`src/hw/rtl/tpd_pkg.sv`:
```
package tpd_pkg;

  localparam int WINDOW      = 7;
  localparam int SAMPLE_BITS = 12;

  localparam int MID_COUNT    = WINDOW - 4;
  localparam int LO_RANK      = 2;
  localparam int HI_RANK      = WINDOW - 3;
  localparam int COUNT_BITS   = $clog2(WINDOW + 1);
  localparam int RANK_BITS    = $clog2(WINDOW);
  localparam int SUM_BITS     = SAMPLE_BITS + $clog2(MID_COUNT);
  localparam int TIME_BITS    = 24;
  localparam int STEP_BITS    = 16;
  localparam int COORD_BITS   = 12;
  localparam int LIMIT_BITS   = 12;
  localparam int CFG_IDX_BITS = 2;
  localparam int CFG_DATA_BITS = 24;
  localparam int CMP_BITS     = (SAMPLE_BITS > LIMIT_BITS) ? SAMPLE_BITS : LIMIT_BITS;

  // floor(2^SUM_BITS / MID_COUNT); quotient estimate is at most one short
  localparam logic [SUM_BITS:0] DIV_RECIP = (SUM_BITS + 1)'((1 << SUM_BITS) / MID_COUNT);

  localparam logic [TIME_BITS-1:0]  TIME_MAX       = {TIME_BITS{1'b1}};
  localparam logic [TIME_BITS-1:0]  DEBOUNCE_RESET = 24'd16000;
  localparam logic [TIME_BITS-1:0]  REPEAT_RESET   = 24'd50000;
  localparam logic [LIMIT_BITS-1:0] LIMIT_RESET    = 12'd10;

  typedef logic [SAMPLE_BITS-1:0] sample_t;

  typedef enum logic [2:0] {
    MODE_IDLE     = 3'd0,
    MODE_DEBOUNCE = 3'd1,
    MODE_SAMPLING = 3'd2,
    MODE_TOUCHED  = 3'd3,
    MODE_FROZEN   = 3'd4
  } pen_mode_e;

  typedef enum logic [1:0] {
    ST_IDLE,
    ST_SHIFT,
    ST_DIV,
    ST_FIX
  } ctrl_state_e;

  typedef enum logic [1:0] {
    OP_HOLD,
    OP_INSERT,
    OP_SHIFT,
    OP_DIV
  } chain_op_e;

  typedef enum logic [CFG_IDX_BITS-1:0] {
    CFG_DEBOUNCE = 2'd0,
    CFG_REPEAT   = 2'd1,
    CFG_LIMIT    = 2'd2
  } cfg_idx_e;

  typedef struct packed {
    chain_op_e             op;
    logic [COUNT_BITS-1:0] count;
    logic [RANK_BITS-1:0]  rank;
  } chain_ctrl_t;

  typedef struct packed {
    logic    ok;
    sample_t mean;
  } chain_stat_t;

  typedef struct packed {
    logic                  new_point;
    logic [COORD_BITS-1:0] point_x;
    logic [COORD_BITS-1:0] point_y;
    pen_mode_e             pen_mode;
  } result_t;

endpackage

```
`src/hw/rtl/tpd_if.sv`:
```
interface tpd_poll_if import tpd_pkg::*; ();
  logic                  valid;
  logic                  ready;
  logic                  pen_down;
  logic [STEP_BITS-1:0]  time_step_us;
  logic [COORD_BITS-1:0] sample_x;
  logic [COORD_BITS-1:0] sample_y;

  modport source (output valid, pen_down, time_step_us, sample_x, sample_y, input ready);
  modport sink (input valid, pen_down, time_step_us, sample_x, sample_y, output ready);
endinterface

interface tpd_point_if import tpd_pkg::*; ();
  logic                  valid;
  logic                  ready;
  logic                  new_point;
  logic [COORD_BITS-1:0] point_x;
  logic [COORD_BITS-1:0] point_y;
  logic [2:0]            pen_mode;

  modport source (output valid, new_point, point_x, point_y, pen_mode, input ready);
  modport sink (input valid, new_point, point_x, point_y, pen_mode, output ready);
endinterface

```
`src/hw/rtl/tpd_cell.sv`:
```
module tpd_cell import tpd_pkg::*; (
  input  logic      clk_i,
  input  chain_op_e op_i,
  input  logic      valid_i,
  input  sample_t   sample_i,
  input  logic      take_prev_i,
  input  sample_t   val_prev_i,
  input  sample_t   val_next_i,
  output logic      take_o,
  output sample_t   val_o
);

  sample_t val_q, val_d;

  // empty cells and cells holding a larger value make room for the new item
  assign take_o = !valid_i || (val_q > sample_i);

  always_comb begin
    val_d = val_q;
    case (op_i)
      OP_INSERT: begin
        if (take_o) begin
          val_d = take_prev_i ? val_prev_i : sample_i;
        end
      end
      OP_SHIFT: val_d = val_next_i;
      default: ;
    endcase
  end

  always_ff @(posedge clk_i) begin
    val_q <= val_d;
  end

  assign val_o = val_q;

endmodule

```
`src/hw/rtl/tpd_chain.sv`:
```
module tpd_chain import tpd_pkg::*; (
  input  logic                  clk_i,
  input  chain_ctrl_t           ctrl_i,
  input  sample_t               sample_i,
  input  logic [LIMIT_BITS-1:0] limit_i,
  output chain_stat_t           stat_o
);

  sample_t val  [WINDOW];
  logic    take [WINDOW];
  logic    valid[WINDOW];

  for (genvar i = 0; i < WINDOW; i++) begin : g_cell
    sample_t val_prev, val_next;
    logic    take_prev;

    assign valid[i] = COUNT_BITS'(i) < ctrl_i.count;

    if (i == 0) begin : g_head
      assign take_prev = 1'b0;
      assign val_prev  = sample_i;
    end else begin : g_body
      assign take_prev = take[i-1];
      assign val_prev  = val[i-1];
    end

    if (i == WINDOW - 1) begin : g_tail
      assign val_next = val[i];
    end else begin : g_inner
      assign val_next = val[i+1];
    end

    tpd_cell u_cell (
      .clk_i      (clk_i),
      .op_i       (ctrl_i.op),
      .valid_i    (valid[i]),
      .sample_i   (sample_i),
      .take_prev_i(take_prev),
      .val_prev_i (val_prev),
      .val_next_i (val_next),
      .take_o     (take[i]),
      .val_o      (val[i])
    );
  end

  logic [SUM_BITS-1:0]   acc_q, acc_d;
  logic [SUM_BITS-1:0]   q0_q, q0_d;
  sample_t               lo_q, lo_d, hi_q, hi_d;
  logic                  ok_q, ok_d;
  logic                  in_mid;
  logic [2*SUM_BITS:0]   prod;
  sample_t               spread;
  logic [SUM_BITS-1:0]   rem;
  logic [SUM_BITS-1:0]   mean_full;

  assign in_mid = (ctrl_i.rank >= RANK_BITS'(LO_RANK)) && (ctrl_i.rank <= RANK_BITS'(HI_RANK));
  assign prod   = (2*SUM_BITS+1)'(acc_q) * (2*SUM_BITS+1)'(DIV_RECIP);
  assign spread = hi_q - lo_q;

  always_comb begin
    acc_d = acc_q;
    lo_d  = lo_q;
    hi_d  = hi_q;
    q0_d  = q0_q;
    ok_d  = ok_q;
    case (ctrl_i.op)
      OP_SHIFT: begin
        // cell 0 presents rank ctrl_i.rank as the row drains toward it
        if (ctrl_i.rank == '0) begin
          acc_d = '0;
        end
        if (in_mid) begin
          acc_d = acc_q + SUM_BITS'(val[0]);
        end
        if (ctrl_i.rank == RANK_BITS'(LO_RANK)) begin
          lo_d = val[0];
        end
        if (ctrl_i.rank == RANK_BITS'(HI_RANK)) begin
          hi_d = val[0];
        end
      end
      OP_DIV: begin
        q0_d = prod[2*SUM_BITS-1:SUM_BITS];
        ok_d = CMP_BITS'(spread) < CMP_BITS'(limit_i);
      end
      default: ;
    endcase
  end

  always_ff @(posedge clk_i) begin
    acc_q <= acc_d;
    lo_q  <= lo_d;
    hi_q  <= hi_d;
    q0_q  <= q0_d;
    ok_q  <= ok_d;
  end

  // one correction step after the reciprocal estimate
  assign rem       = acc_q - SUM_BITS'(q0_q * SUM_BITS'(MID_COUNT));
  assign mean_full = (rem >= SUM_BITS'(MID_COUNT)) ? q0_q + 1'b1 : q0_q;

  assign stat_o.ok   = ok_q;
  assign stat_o.mean = SAMPLE_BITS'(mean_full);

endmodule

```
`src/hw/rtl/touch_pen_debounce_trimmed_mean.sv`:
```
// channel  | dir | handshake     | payload
// poll_i   | in  | valid / ready | pen_down, time_step_us, sample_x, sample_y
// point_o  | out | valid / ready | new_point, point_x, point_y, pen_mode
// cfg      | in  | cfg_we_i      | cfg_idx_i, cfg_data_i
//
// For most polls the result is registered and the next poll is taken in the
// following cycle unless the skid entry is full. A window-end poll is accepted,
// then ranks 0 through HI_RANK of the sorted cell row drain into the
// accumulator (ST_SHIFT), then come the reciprocal multiply (ST_DIV) and its
// correction (ST_FIX); ready stays low from ST_SHIFT through ST_FIX.
// Reset is asynchronous; it restores mode, timer, held point and registers.
// One skid entry behind the output register; ready drops while it is full.
module touch_pen_debounce_trimmed_mean import tpd_pkg::*; (
  input  logic                     clk_i,
  input  logic                     rst_ni,
  input  logic                     cfg_we_i,
  input  logic [CFG_IDX_BITS-1:0]  cfg_idx_i,
  input  logic [CFG_DATA_BITS-1:0] cfg_data_i,
  tpd_poll_if.sink                 poll_i,
  tpd_point_if.source              point_o
);

  logic [TIME_BITS-1:0]  debounce_q, repeat_q;
  logic [LIMIT_BITS-1:0] limit_q;

  always_ff @(posedge clk_i or negedge rst_ni) begin
    if (!rst_ni) begin
      debounce_q <= DEBOUNCE_RESET;
      repeat_q   <= REPEAT_RESET;
      limit_q    <= LIMIT_RESET;
    end else if (cfg_we_i) begin
      case (cfg_idx_i)
        CFG_DEBOUNCE: debounce_q <= cfg_data_i[TIME_BITS-1:0];
        CFG_REPEAT:   repeat_q   <= cfg_data_i[TIME_BITS-1:0];
        CFG_LIMIT:    limit_q    <= cfg_data_i[LIMIT_BITS-1:0];
        default: ;
      endcase
    end
  end

  ctrl_state_e           state_q, state_d;
  pen_mode_e             mode_q, mode_d;
  logic [COUNT_BITS-1:0] count_q, count_d;
  logic [RANK_BITS-1:0]  rank_q, rank_d;
  logic [TIME_BITS-1:0]  elapsed_q, elapsed_d;
  sample_t               held_x_q, held_x_d, held_y_q, held_y_d;
  result_t               out_q, out_d, skid_q, skid_d;
  logic                  out_valid_q, out_valid_d, skid_valid_q, skid_valid_d;

  logic                  in_fire, out_space, res_valid, point;
  result_t               res;
  logic [TIME_BITS:0]    step_sum;
  logic [TIME_BITS-1:0]  elapsed_sat;
  chain_ctrl_t           ctrl;
  chain_stat_t           stat_x, stat_y;

  assign poll_i.ready = (state_q == ST_IDLE) && !skid_valid_q;
  assign in_fire      = poll_i.valid && poll_i.ready;
  assign out_space    = !out_valid_q || point_o.ready;

  assign step_sum    = {1'b0, elapsed_q} + (TIME_BITS+1)'(poll_i.time_step_us);
  assign elapsed_sat = step_sum[TIME_BITS] ? TIME_MAX : step_sum[TIME_BITS-1:0];

  tpd_chain u_chain_x (
    .clk_i   (clk_i),
    .ctrl_i  (ctrl),
    .sample_i(SAMPLE_BITS'(poll_i.sample_x)),
    .limit_i (limit_q),
    .stat_o  (stat_x)
  );

  tpd_chain u_chain_y (
    .clk_i   (clk_i),
    .ctrl_i  (ctrl),
    .sample_i(SAMPLE_BITS'(poll_i.sample_y)),
    .limit_i (limit_q),
    .stat_o  (stat_y)
  );

  always_comb begin
    state_d    = state_q;
    mode_d     = mode_q;
    count_d    = count_q;
    rank_d     = rank_q;
    elapsed_d  = elapsed_q;
    held_x_d   = held_x_q;
    held_y_d   = held_y_q;
    ctrl.op    = OP_HOLD;
    ctrl.count = count_q;
    ctrl.rank  = rank_q;
    res_valid  = 1'b0;
    point      = 1'b0;

    case (state_q)
      ST_IDLE: begin
        if (in_fire) begin
          elapsed_d = elapsed_sat;
          res_valid = 1'b1;
          if (mode_q != MODE_IDLE && !poll_i.pen_down) begin
            count_d = '0;
            mode_d  = MODE_IDLE;
          end else begin
            case (mode_q)
              MODE_IDLE: begin
                if (poll_i.pen_down) begin
                  mode_d    = MODE_DEBOUNCE;
                  elapsed_d = '0;
                end
              end
              MODE_DEBOUNCE: begin
                if (elapsed_sat > debounce_q) begin
                  count_d = '0;
                  mode_d  = MODE_SAMPLING;
                end
              end
              MODE_SAMPLING, MODE_TOUCHED: begin
                if (count_q < COUNT_BITS'(WINDOW)) begin
                  ctrl.op = OP_INSERT;
                  count_d = count_q + 1'b1;
                end else begin
                  // extra sample is dropped; evaluate the full window
                  res_valid = 1'b0;
                  count_d   = '0;
                  rank_d    = '0;
                  state_d   = ST_SHIFT;
                  if (mode_q == MODE_SAMPLING) begin
                    elapsed_d = '0;
                  end
                end
              end
              MODE_FROZEN: begin
                if (elapsed_sat > repeat_q) begin
                  mode_d    = MODE_TOUCHED;
                  count_d   = '0;
                  elapsed_d = '0;
                end
              end
              default: ;
            endcase
          end
        end
      end
      ST_SHIFT: begin
        ctrl.op = OP_SHIFT;
        rank_d  = rank_q + 1'b1;
        if (rank_q == RANK_BITS'(HI_RANK)) begin
          state_d = ST_DIV;
        end
      end
      ST_DIV: begin
        ctrl.op = OP_DIV;
        state_d = ST_FIX;
      end
      ST_FIX: begin
        res_valid = 1'b1;
        state_d   = ST_IDLE;
        if (stat_x.ok && stat_y.ok) begin
          point    = 1'b1;
          held_x_d = stat_x.mean;
          held_y_d = stat_y.mean;
          mode_d   = (mode_q == MODE_SAMPLING) ? MODE_TOUCHED : MODE_FROZEN;
        end
      end
      default: state_d = ST_IDLE;
    endcase

    res.new_point = point;
    res.point_x   = COORD_BITS'(held_x_d);
    res.point_y   = COORD_BITS'(held_y_d);
    res.pen_mode  = mode_d;

    out_d        = out_q;
    out_valid_d  = out_valid_q;
    skid_d       = skid_q;
    skid_valid_d = skid_valid_q;
    if (out_space) begin
      if (skid_valid_q) begin
        out_d        = skid_q;
        out_valid_d  = 1'b1;
        skid_d       = res;
        skid_valid_d = res_valid;
      end else begin
        out_d       = res;
        out_valid_d = res_valid;
      end
    end else if (res_valid) begin
      skid_d       = res;
      skid_valid_d = 1'b1;
    end
  end

  always_ff @(posedge clk_i or negedge rst_ni) begin
    if (!rst_ni) begin
      state_q      <= ST_IDLE;
      mode_q       <= MODE_IDLE;
      count_q      <= '0;
      rank_q       <= '0;
      elapsed_q    <= '0;
      held_x_q     <= '0;
      held_y_q     <= '0;
      out_valid_q  <= 1'b0;
      skid_valid_q <= 1'b0;
    end else begin
      state_q      <= state_d;
      mode_q       <= mode_d;
      count_q      <= count_d;
      rank_q       <= rank_d;
      elapsed_q    <= elapsed_d;
      held_x_q     <= held_x_d;
      held_y_q     <= held_y_d;
      out_valid_q  <= out_valid_d;
      skid_valid_q <= skid_valid_d;
    end
  end

  always_ff @(posedge clk_i) begin
    out_q  <= out_d;
    skid_q <= skid_d;
  end

  assign point_o.valid     = out_valid_q;
  assign point_o.new_point = out_q.new_point;
  assign point_o.point_x   = out_q.point_x;
  assign point_o.point_y   = out_q.point_y;
  assign point_o.pen_mode  = out_q.pen_mode;

endmodule

```
`src/flat_wrapper.sv`:
```
// flat-port wrapper written by rule: the top's interface ports become plain ports
module touch_pen_debounce_trimmed_mean_flat import tpd_pkg::*;
  (clk_i, rst_ni, cfg_we_i, cfg_idx_i, cfg_data_i, poll_i_valid, poll_i_pen_down, poll_i_time_step_us, poll_i_sample_x, poll_i_sample_y, poll_i_ready, point_o_valid, point_o_new_point, point_o_point_x, point_o_point_y, point_o_pen_mode, point_o_ready);
  tpd_poll_if poll_i_i ();
  tpd_point_if point_o_i ();
  input  logic clk_i;
  input  logic rst_ni;
  input  logic cfg_we_i;
  input  logic [CFG_IDX_BITS-1:0] cfg_idx_i;
  input  logic [CFG_DATA_BITS-1:0] cfg_data_i;
  input wire logic [$bits(poll_i_i.valid)-1:0] poll_i_valid;
  input wire logic [$bits(poll_i_i.pen_down)-1:0] poll_i_pen_down;
  input wire logic [$bits(poll_i_i.time_step_us)-1:0] poll_i_time_step_us;
  input wire logic [$bits(poll_i_i.sample_x)-1:0] poll_i_sample_x;
  input wire logic [$bits(poll_i_i.sample_y)-1:0] poll_i_sample_y;
  output wire logic [$bits(poll_i_i.ready)-1:0] poll_i_ready;
  output wire logic [$bits(point_o_i.valid)-1:0] point_o_valid;
  output wire logic [$bits(point_o_i.new_point)-1:0] point_o_new_point;
  output wire logic [$bits(point_o_i.point_x)-1:0] point_o_point_x;
  output wire logic [$bits(point_o_i.point_y)-1:0] point_o_point_y;
  output wire logic [$bits(point_o_i.pen_mode)-1:0] point_o_pen_mode;
  input wire logic [$bits(point_o_i.ready)-1:0] point_o_ready;
  assign poll_i_i.valid = poll_i_valid;
  assign poll_i_i.pen_down = poll_i_pen_down;
  assign poll_i_i.time_step_us = poll_i_time_step_us;
  assign poll_i_i.sample_x = poll_i_sample_x;
  assign poll_i_i.sample_y = poll_i_sample_y;
  assign poll_i_ready = poll_i_i.ready;
  assign point_o_valid = point_o_i.valid;
  assign point_o_new_point = point_o_i.new_point;
  assign point_o_point_x = point_o_i.point_x;
  assign point_o_point_y = point_o_i.point_y;
  assign point_o_pen_mode = point_o_i.pen_mode;
  assign point_o_i.ready = point_o_ready;
  touch_pen_debounce_trimmed_mean u_core (.clk_i(clk_i), .rst_ni(rst_ni), .cfg_we_i(cfg_we_i), .cfg_idx_i(cfg_idx_i), .cfg_data_i(cfg_data_i), .poll_i(poll_i_i), .point_o(point_o_i));
endmodule
```
`config.mk`:
```
export PLATFORM = sky130hd
export DESIGN_NAME = touch_pen_debounce_trimmed_mean_flat
export DESIGN_NICKNAME = d
export VERILOG_FILES = /design/src/hw/rtl/tpd_pkg.sv /design/src/hw/rtl/tpd_if.sv /design/src/hw/rtl/tpd_cell.sv /design/src/hw/rtl/tpd_chain.sv /design/src/hw/rtl/touch_pen_debounce_trimmed_mean.sv /design/src/flat_wrapper.sv
export SDC_FILE = /design/constraint.sdc
export NUM_CORES = 2
export LEC_CHECK = 0
export BUFFER_PORTS_ARGS = -buffer_cell sky130_fd_sc_hd__buf_2
export CAP_MARGIN = 10
export CORE_ASPECT_RATIO = 0.7
export CORE_UTILIZATION = 59
export DETAILED_ROUTE_END_ITERATION = 10
export PLACE_DENSITY = 0.79
export SLEW_MARGIN = 30
export SYNTH_ARGS = -nofsm -noshare
export SYNTH_HDL_FRONTEND = slang
export SYNTH_SLANG_ARGS = --single-unit
```
`constraint.sdc`:
```
create_clock -name clk_i -period 6.9 [get_ports clk_i]
set_clock_uncertainty 0.1 [all_clocks]
set_input_delay 1.725 -clock clk_i [delete_from_list [all_inputs] [get_ports clk_i]]
set_output_delay 1.725 -clock clk_i [all_outputs]
set_load 0.02 [all_outputs]
```
==> results.ini <==
[synth]
synthFlopType = edfxtp_1
syn_area_um2 = 34500
synth_edf_count = 328
synth_seq_cells = 449
synthCells = 3336
yosysSeqAreaShare_pct = 37.3
synth_nets = 4031
ys_warn_count = 0
synth_cell_type_count = 78
synthArstFlopShare_pct = 26.9
avgSynthCellArea_um2 = 10.4

[sta]
finalSetupTns_ps = 0
relSlewSlack_pct = 40.0
max_freq_mhz = 161
final_hold_viol_count = 0
tightest_slew_ps = 899
setup_viol = 0
rsz0062_at_grt = no
fin_crit_sh_pct = 90.2
drv_slew = 0
post-route-min-period_ps = 6230

[setup_path]
cp_max_fo = 9
crit_path_start_kind = input pin
path_class = input pin to register
end_kind = register
cp.required_ps = 7270
arrival_ps = 6600

[detailed_routing]
drtAntennaViolNets = 0
drt_iter0_markers = 2017
routed_via_density = 5.95
vias = 25108
dr.pass1.iters = 5
wl_per_cell_um = 19.0
drcViolationCount = 0
wl_mm = 80.3

[clock_tree]
cts.path.max_buffers = 3
cts_setup_buffers = 0
tritoncts = yes
insertion_delay_ps = 610
h-tree-depth = 2
cts.sinks = 449
ctsHoldBuffers = 0
ctsResizeCount = 0
clkSlewWorstSetupHoldPaths_ps = 70
cts_root_buf = clkbuf_16
cts_inserted_buffers = 45

[die]
start_util_pct = 60.3
rows = 73
die_y_um = 204
die_area_um2 = 59500
die_x_um = 291
io_pins = 102
core_area_um2 = 57300

[finish]
fillCellCount = 4369
insertedDiodeCount = 0
final_nets = 4127
design_area_um2 = 37400
drive_above_1_share_pct = 9.46
syn2layout_area_growth_pct = 8.42
layout_commonest_cell = ha_1
mostFrequentLayoutCells = ha_1 (495), inv_1 (402), edfxtp_1 (328)

[global_route]
grt_pass1_wl_mm = 130
grt_max_degree = 118
grt.total_usage_pct = 27.0
grt.overflow.total = 0
grt_antenna_before_repair = 1
grt_pass1_vias = 24443

[placed_design]
dpl_cell_area_um2 = 36000
port_buffers = 101
gp_congestion = 0.922
dpl.hpwl_mm = 61.0

[pwr]
peakVddDrop_mv = 0.189
p_leak_nw = 16.5
p_per_area_nw_per_um2 = 200

[run_status]
status = finished, final reports clean

[run]
drv_cap = 0

[worst_hold_path]
holdCritPathClass = register to register

worst max-delay path, stage by stage:
cell and delay [ps]:
buf_2 100, ha_1 230, fa_1 420, a211oi_1 290
o21ai_1 120, a31oi_1 260, o2bb2ai_1 220, o211ai_1 170
and3_1 240, and4_1 250, mux2_2 300, ha_1 300
nand4_1 150, nor4_1 550, o31ai_1 170, nand3_1 140
nand3_1 130, a31oi_1 270, and2_1 420, nor3_1 120
flip-flops by register name, summed over array words and instances, names as in the netlist, 13 cells and up:
| signal | count |
|---|---|
| u_core.debounce_q | 24 |
| u_core.elapsed_q | 24 |
| u_core.repeat_q | 24 |
| u_core.skid_q | 28 |
| u_core.u_chain_x.acc_q | 14 |
| u_core.u_chain_x.g_cell.u_cell.val_o | 84 |
| u_core.u_chain_x.q0_q | 13 |
| u_core.u_chain_y.acc_q | 14 |
| u_core.u_chain_y.g_cell.u_cell.val_o | 84 |
| u_core.u_chain_y.q0_q | 13 |
layer usage:
layer,up-vias,part of all wire (%),wire length [um],global-route usage (%)
li1,12100,-,-,-
met5,-,0.010,8,0
met4,2,1.7,1360,5.88
met3,106,6.5,5200,4.23
met2,751,44,35500,42.4
met1,12149,48,38100,39.5
synth_stat cells (4+ instances only):
library cell,number,share of area (%)
o21ai_1,22,0.32
nand2_1,297,3.2
a21oi_1,163,2.4
a41oi_1,6,0.15
nand3_1,34,0.49
o21a_1,23,0.50
o21ai_0,273,4.0
xor2_1,29,0.74
or3_1,19,0.34
nor3_1,56,0.81
buf_2,8,0.12
ha_1,496,18
o21bai_1,11,0.24
o221ai_1,9,0.23
a311oi_1,4,0.10
a21o_1,102,2.2
and3_1,20,0.36
mux2i_1,129,3.7
clkbuf_1,79,0.86
edfxtp_1,328,29
nor2_1,123,1.3
a22oi_1,4,0.087
a31oi_1,20,0.36
a211oi_1,20,0.43
a21boi_0,7,0.15
dfstp_2,14,1.1
fa_1,127,7.4
o2111ai_1,6,0.15
or2_2,5,0.091
nand4_1,65,1.2
a2111oi_0,8,0.20
dfrtp_1,107,7.8
inv_1,402,4.4
nand3b_1,5,0.11
o31ai_1,5,0.11
and2_1,11,0.20
nor2b_1,31,0.56
mux2_2,78,2.5
nor4_1,6,0.11
o211ai_1,15,0.33
xnor2_1,79,2.0
nand2b_1,30,0.54
a211o_1,5,0.13
cells by family after synthesis:
logic type | after synthesis | synth area share (%)
DFF | 449 | 37.3
AOI/OAI and AO/OA | 737 | 13.1
muxes | 207 | 6.28
xor gates and xnor gates | 109 | 2.81
buffers and inverters | 494 | 5.41
adders and majority gates | 623 | 25.3
and+or+nand+nor | 717 | 9.76
area by class of cell:
type / count / area (um2) / share of cell area, %
Clock inverter: 26 / 240 / 0.641
Sequential cell: 449 / 12900 / 34.4
Tap cell: 750 / 938 / 2.51
Timing Repair Buffer: 139 / 801 / 2.14
Multi-Input combinational cell: 2393 / 19800 / 53.0
Inverter: 404 / 1520 / 4.05
Clock buffer: 58 / 1230 / 3.28
worst paths after layout:
path	cells after the start	slack, ps	start	to
worst min register to register	1	400	u_core.elapsed_q[13]	u_core.elapsed_q[13]
max in group asynchronous	2	4520	rst_ni	u_core.repeat_q[21]
worst max-delay path	20	670	poll_i_time_step_us[0]	u_core.elapsed_q[22]
min in group asynchronous	1	1060	rst_ni	u_core.held_y_q[6]
worst max register to register	17	1250	u_core.u_chain_y.acc_q[3]	u_core.u_chain_y.q0_q[12]
worst min-delay path	1	400	u_core.elapsed_q[13]	u_core.elapsed_q[13]
metrics by stage:
stage,setup WS (ps),total power [W],hold WS [ps],instances,utilization (%)
after floorplan,585,0.00448,353,3336,-
after global placement,158,0.00495,375,4135,62.8
after detailed placement,131,0.00502,383,4135,62.8
after CTS,758,0.00752,398,4219,65.4
after global routing,410,0.00787,419,4219,65.4
final,674,0.00749,397,4219,65.4
where the power goes:
group / leakage (nW) / total, W / switching, W / internal, W
clock network: 0.718 / 0.00251 / 0.00113 / 0.00138
registers: 4.53 / 0.00323 / 0.000107 / 0.00312
logic: 11.3 / 0.00175 / 0.00105 / 0.000700
No activity file was read; power rests on OpenSTA's default activity.
